==> src/hw/rtl/euqc_pkg.sv <==
// euqc_pkg: shared widths, fixed-point constants, the arctangent table and the
// record types passed between the front, the queue and the back of the converter.
// No dependencies.
`timescale 1ns / 1ps

package euqc_pkg;

  // internal fixed point uses 28 fraction bits
  localparam int FRAC = 28;
  localparam int XW = 38;
  localparam int ZW = 32;
  localparam int ZIW = 31;
  localparam int PW = 32;
  localparam int MW = 31;
  localparam int SQW = 58;
  localparam int SQRT_STEPS = SQW / 2;
  localparam int TAB_LEN = 24;
  localparam int QDEPTH = 2;

  localparam int HALF_PI_Q = 421657428;
  localparam int PI_Q = 843314857;
  localparam int INV_GAIN_Q = 163008219;
  localparam int ONE_Q = 268435456;
  localparam int ANG_MAX = 25736;

  // outside the cordic: front, queue, setup, root steps, pre-rotate, four tail stages
  localparam int FIXED_STAGES = SQRT_STEPS + 8;

  typedef logic signed [ZIW-1:0] zin_t;
  typedef logic signed [PW-1:0] prod_t;

  typedef struct packed {
    logic       func;
    logic [2:0] neg;
    zin_t       z_roll;
    zin_t       z_pitch;
    zin_t       z_yaw;
    prod_t      wi;
    prod_t      jk;
    prod_t      wk;
    prod_t      ij;
    prod_t      ii;
    prod_t      jj;
    prod_t      kk;
    prod_t      wj;
    prod_t      ik;
  } item_t;

  typedef struct packed {
    logic signed [XW-1:0] x;
    logic signed [XW-1:0] y;
    logic signed [ZW-1:0] z;
  } lane_t;

  typedef struct packed {
    logic       func;
    logic [2:0] neg;
    logic [2:0] zero;
  } ctl_t;

  typedef struct packed {
    logic [SQW-1:0] v;
    logic [SQW-1:0] res;
  } sq_t;

  // round(atan(2^-n) * 2^28)
  function automatic int atan_q(input int n);
    int r;
    case (n)
      0:  r = 210828714;
      1:  r = 124459457;
      2:  r = 65760959;
      3:  r = 33381290;
      4:  r = 16755422;
      5:  r = 8385879;
      6:  r = 4193963;
      7:  r = 2097109;
      8:  r = 1048571;
      9:  r = 524287;
      10: r = 262144;
      11: r = 131072;
      12: r = 65536;
      13: r = 32768;
      14: r = 16384;
      15: r = 8192;
      16: r = 4096;
      17: r = 2048;
      18: r = 1024;
      19: r = 512;
      20: r = 256;
      21: r = 128;
      22: r = 64;
      23: r = 32;
      default: r = 0;
    endcase
    return r;
  endfunction

endpackage

==> src/hw/rtl/euqc_queue.sv <==
// euqc_queue: short first-in first-out queue of classified items between the
// front and the back.
// Depends on euqc_pkg.
`timescale 1ns / 1ps

module euqc_queue (
  input  logic            clk,
  input  logic            rst_n,
  input  logic            push,
  input  euqc_pkg::item_t push_item,
  output logic            full,
  output logic            pop_valid,
  output euqc_pkg::item_t pop_item
);

  localparam int AW = $clog2(euqc_pkg::QDEPTH);
  localparam int CW = $clog2(euqc_pkg::QDEPTH + 1);

  euqc_pkg::item_t mem_r [euqc_pkg::QDEPTH];
  logic [AW-1:0]   wr_ptr_r, wr_ptr_nxt;
  logic [AW-1:0]   rd_ptr_r, rd_ptr_nxt;
  logic [CW-1:0]   count_r, count_nxt;
  logic            pop;

  assign full      = (count_r == CW'(euqc_pkg::QDEPTH));
  assign pop_valid = (count_r != '0);
  // the back never stalls, so a waiting entry leaves every cycle
  assign pop       = pop_valid;
  assign pop_item  = mem_r[rd_ptr_r];

  always_comb begin
    wr_ptr_nxt = wr_ptr_r;
    rd_ptr_nxt = rd_ptr_r;
    if (push) begin
      wr_ptr_nxt = (wr_ptr_r == AW'(euqc_pkg::QDEPTH - 1)) ? '0 : wr_ptr_r + 1'b1;
    end
    if (pop) begin
      rd_ptr_nxt = (rd_ptr_r == AW'(euqc_pkg::QDEPTH - 1)) ? '0 : rd_ptr_r + 1'b1;
    end
    count_nxt = count_r + CW'(push) - CW'(pop);
  end

  always_ff @(posedge clk) begin
    if (!rst_n) begin
      wr_ptr_r <= '0;
      rd_ptr_r <= '0;
      count_r  <= '0;
    end else begin
      wr_ptr_r <= wr_ptr_nxt;
      rd_ptr_r <= rd_ptr_nxt;
      count_r  <= count_nxt;
    end
  end

  always_ff @(posedge clk) begin
    if (push) begin
      mem_r[wr_ptr_r] <= push_item;
    end
  end

`ifndef SYNTHESIS
  a_no_overflow: assert property (@(posedge clk) disable iff (!rst_n)
    push |-> !full)
    else $error("queue write while full");

  a_count_track: assert property (@(posedge clk) disable iff (!rst_n)
    (push && !pop) |=> count_r == $past(count_r) + 1'b1)
    else $error("queue count lost a transfer");
`endif

endmodule

==> config.mk <==
export PLATFORM = sky130hd
export DESIGN_NAME = euqc_queue
export DESIGN_NICKNAME = d
export VERILOG_FILES = /design/src/hw/rtl/euqc_pkg.sv /design/src/hw/rtl/euqc_queue.sv
export SDC_FILE = /design/constraint.sdc
export NUM_CORES = 1
export LEC_CHECK = 0
export BUFFER_PORTS_ARGS = -buffer_cell sky130_fd_sc_hd__buf_2
export CORE_AREA = 2 2 305 307
export CTS_BUF_LIST = sky130_fd_sc_hd__clkbuf_16
export DETAILED_ROUTE_END_ITERATION = 7
export DIE_AREA = 0 0 307 309
export PLACE_DENSITY_LB_ADDON = 0.2
export SLEW_MARGIN = 20
export SYNTH_ARGS = -nofsm -noshare
export SYNTH_HDL_FRONTEND = slang
export SYNTH_SLANG_ARGS = --single-unit
==> constraint.sdc <==
create_clock -name clk -period 17 [get_ports clk]
set_input_delay 0 -clock clk [delete_from_list [all_inputs] [get_ports clk]]
set_output_delay 0 -clock clk [all_outputs]
set_load 0.1 [all_outputs]
# Word-level counts from Yosys, hierarchy flattened
# Memories as Yosys holds them, arrays and structs flattened. A register that Yosys moved wholly into a read port is not among the register bits.
# Cells that the tools add are included.
# W data, S select, Z words.
[word_totals] latchBits=0 n_memories=1 in_bits=388 reg_bits=4 wordCells=16 rom_bits=0 out_inout_bits=387 mem_bits_rw=770
[op_classes] n_div=0 n_bitwise=0 mux=6 n_addsub=4 shifts=0 n_mul=0 n_lt_le_gt_ge=0 n_reduce_logical=1 eq_ne=1
[memory_table] name="mem_r" words=2 word_bits=385 read_ports=1 rd_ports_with_merged_regs=1 wr=1 line="euqc_queue.sv:19" rtl="euqc_pkg::item_t mem_r [euqc_pkg::QDEPTH];"
[op_table] operator="$mux W1" n=6
[op_table] operator="$add A1 B1 Y1 const B" n=2
[op_table] operator="$add A2 B1 Y2" n=1
[op_table] operator="$eq A2 B2 Y1 const B" n=1
[op_table] operator="$reduce_bool A2 Y1" n=1
[op_table] operator="$sub A2 B1 Y2" n=1

# Logic depth before layout (Yosys ltp)
[logic_depth] word_depth=4 depth_mapped=4 mapped_depth_nobuf=4

# Least setup slack after synthesis
# Ideal clock, no wire load.
[synth_timing] kind="register -> register" start="register wr_ptr_r" end="register wr_ptr_r" slack_ps=-1502 path_buffers=0 setup_ps=137 t_required_ps=16863 stages_incl_launch_ff=3 synth_period_minus_slack_ps=18502 arrival_ps=18364 cell_sequence="dfxtp_1 -> nor2b_1 -> o21a_1"
[synth_via] elab_chain_cells=2
[synth_lines] element="start, declared" line="euqc_queue.sv:20" rtl="logic [AW-1:0] wr_ptr_r, wr_ptr_nxt;"
[synth_lines] element="start signal, assigned" line="euqc_queue.sv:49" rtl="wr_ptr_r <= wr_ptr_nxt;"
[synth_lines] element="$add A1 B1 Y1" line="euqc_queue.sv:35" rtl="wr_ptr_nxt = (wr_ptr_r == AW'(euqc_pkg::QDEPTH - 1)) ? '0 : wr_ptr_r + 1'b1;"
[synth_lines] element="$mux W1 *" line="euqc_queue.sv:35"
# Mark *: on every way between the ends. The rest lies on a longest branch, timed or not.
# A chain may end at the register's enable or synchronous reset.

==> run_results.csv <==
group,metric,value,unit
synthesis,synth-edff-count,770,
place,placedCellCount,3153,
worst_setup_path,criticalPathCategory,"flip-flop to primary output",
layout,synthToLayoutAreaGrowth,41.50,%
worst_setup_path,reg2reg_from,"wr_ptr_r",
synthesis,synthTopCellsByArea,"edfxtp_1, mux2_2, buf_6",
place,gp_congestion,0.8031,
worst_hold_path,hold_class,"input port to flip-flop",
floorplan,fp-row-count,111,
synthesis,async_reset_ff_share,0,%
worst_setup_path,end_kind,"primary output",
synthesis,yosysSeqAreaShare,82.21,%
worst_setup_path,endpoint,"pop_item[204]",
worst_setup_path,path_cells,"buf_4, buf_4, buf_4, mux2_2, buf_2",
floorplan,die_area,94860,um^2
timing,fin_worst_skew,24.33,ps
timing,slew_violations,0,
worst_setup_path,arrival,4810,ps
synthesis,synth_largest_area_cell,"edfxtp_1",
synthesis,syn_inst,1220,
clocking,cts_buffer_depth,3,
place,place_ws,12640,ps
synthesis,syn_nets,1609,
worst_setup_path,crit_family,"buffers and inverters",
pwr,max-vdd-ir-drop,0.09446,mV
timing,setup_tns,0,ps
detailed_routing,totalWireLength,73.21,mm
synthesis,synth_top_family_by_area,"multiplexers",
worst_setup_path,cpMostUsedCell,"buf_4",
detailed_routing,first_pass_iters,4,
layout,final_net_count,2832,
layout,fin_area,39970,um^2
place,dpl_cell_area,33270,um^2
flow_run,drv_cap,0,
synthesis,ys.flop_type,"edfxtp_1",
synthesis,synth.distinct_cells,18,
timing,relSlewSlack,27.23,%
synthesis,synth_compound_area_share,0.04429,%
worst_setup_path,cp_slowest_cell,"dfxtp_4",
detailed_routing,drt-wirelength-per-cell,19.78,um
global_routing,grt_max_degree,78,
floorplan,die_w,307,um
detailed_routing,via_per_inst,4.325,
global_routing,antenna_found_initial,5,
synthesis,synthTopCellsByCount,"edfxtp_1, mux2_2, buf_6",
timing,layout_min_cycle_time,4812,ps
clocking,numCtsBuffers,86,
floorplan,start_util,30.91,%
layout,multi_input_area,4569,um^2
layout,regArea,23230,um^2
synthesis,syn_area,28250,um^2
timing,rsz0062_at_grt,"false",
layout,drive_above_1_share,51.53,%
synthesis,yosys_warnings,0,
clocking,cts_tree,"done",
layout,finalNonFillerCells,3701,
detailed_routing,ant_nets,0,
global_routing,gr-usage-all-layers,14.73,%
layout,fill_cells,8137,
worst_setup_path,slowest_delay,910,ps
clocking,cts.sinks,775,
synthesis,ys_ff_latch,775,
clocking,cts.repair.resized,0,
global_routing,grt_pass1_vias,17690,
clocking,worstSkewPairLatency,650,ps
worst_setup_path,crit_path_max_fanout,68,
worst_setup_path,required,17000,ps
clocking,cts.clk_slew.worst_paths,60,ps
worst_setup_path,startpoint_type,"flip-flop",
synthesis,synth_top_area_share,81.86,%
detailed_routing,vias,16010,
worst_setup_path,rr_endpoint,"mem_r[1][349]",
synthesis,avgSynthCellArea,23.15,um^2
place,io_buffers,774,
timing,finalCritPeriodShare,28.31,%
timing,setup_violations,0,
clocking,htreeDepth,3,
global_routing,gr-total-overflow,0,
synthesis,yosysMostFrequentCell,"edfxtp_1",
pwr,power_density,127.1,nW/um^2
pwr,cellLeakagePower,15.08,nW
timing,hold_violations,0,
floorplan,core_area,91390,um^2
worst_setup_path,rr_worst_depth,4,
worst_setup_path,worst-path-buf-inv,4,
timing,setup_ws,12190,ps
status,status,"completed",
detailed_routing,drc,0,
worst_setup_path,crit_cells,5,
synthesis,synthAdderAreaFrac,0.04429,%
synthesis,synth_mux_area_share,15.78,%
floorplan,die_y,309,um
clocking,postCtsSetupRepairBufs,0,
synthesis,synthXorXnorAreaFrac,0,%
place,dp_hpwl,50.12,mm
global_routing,grt_pass1_wl,105.1,mm
clocking,root_buffer,"clkbuf_16",
synthesis,yosys.area_share.simple,0.2702,%
floorplan,ioPinCount,775,
timing,max_freq,207.8,MHz
timing,worst_slew_pin_slew,1092,ps
detailed_routing,dr.first_iter.drc_count,881,
worst_setup_path,reg2reg_slack,12710,ps
[cell type report]
class	instances	share of cell area, %
Antenna cell	4	0.02504
Sequential cell	775	58.11
Clock buffer	88	5.509
Tap cell	1186	3.713
Multi-Input combinational cell	402	11.43
Clock inverter	68	1.493
Timing Repair Buffer	1178	19.72
[routing by layer]
metal | track usage, % | wire, um
met1 | 14.93 | 25840
met2 | 27.58 | 39650
met3 | 4.885 | 5176
met4 | 6.115 | 2549
met5 | 0 | 0
[stage by stage]
step                util, %  power [W]  hold WS [ps]
floorplan                 -   0.003067         98.87
global placement      36.41   0.003216         188.1
detailed placement    36.41   0.003223         191.1
CTS                   43.72   0.005144         10.63
global route          43.74   0.005242         31.14
finish                43.74   0.005081         65.57
[cell families after synthesis]
group | after synthesis
adders and majority gates | 1
DFF | 775
AOI/OAI and AO/OA | 2
and+or+nand+nor | 13
muxes | 386
buffers and inverters | 43
[worst reg2reg max path, delay by kind of cell, from the launching register on]
family | cells | cell delay [ps]
simple gates | 1 | 660
buf+inv | 3 | 2730
flops | 1 | 380
[how the worst min path moves through the flow]
stage / from / to / slack [ps] / cells past startpoint
floorplan: push_item[0] / mem_r[0][0] / 100 / 0
global placement: push_item[228] / mem_r[1][228] / 190 / 1
detailed placement: push_item[298] / mem_r[1][298] / 190 / 1
CTS: push_item[317] / mem_r[1][317] / 10 / 2
global route: push_item[168] / mem_r[0][168] / 30 / 2
finish: push_item[285] / mem_r[1][285] / 70 / 2
[sequential cells by signal, summed over array words and instances (netlist names), named ones only]
signal,flops
rd_ptr_r,1
mem_r,770
wr_ptr_r,1
count_r,2
[timing repair]
action,CTS,global route
hold buffers,388,0
hold endpoints to repair,777,0
setup endpoints to repair,0,0
[where the power goes]
part	internal, W	switching, W
registers	0.00221	0.0000263
logic	0.000226	0.000787
clock network	0.00110	0.000727
total	0.00354	0.00154
[cells in the final DEF, fill, tap and decap left out]
master / n
and2_4: 1
mux2_1: 2
nand2_1: 2
clkinv_4: 1
diode_2: 4
mux2i_1: 1
clkbuf_16: 88
buf_4: 15
o21ai_0: 1
clkinv_1: 16
o21a_1: 1
nor2b_4: 1
or3_1: 1
buf_6: 1
inv_6: 4
inv_1: 23
clkinv_8: 1
edfxtp_1: 770
nor2b_1: 3
mux2_4: 30
and2_1: 1
dlygate4sd3_1: 388
bufinv_16: 11
dfxtp_4: 1
mux2_2: 353
ha_1: 1
clkinv_2: 12
or2_2: 1
and3_1: 2
dfxtp_1: 4
buf_2: 774
nand2b_1: 1
No activity file was read; power rests on OpenSTA's default activity.
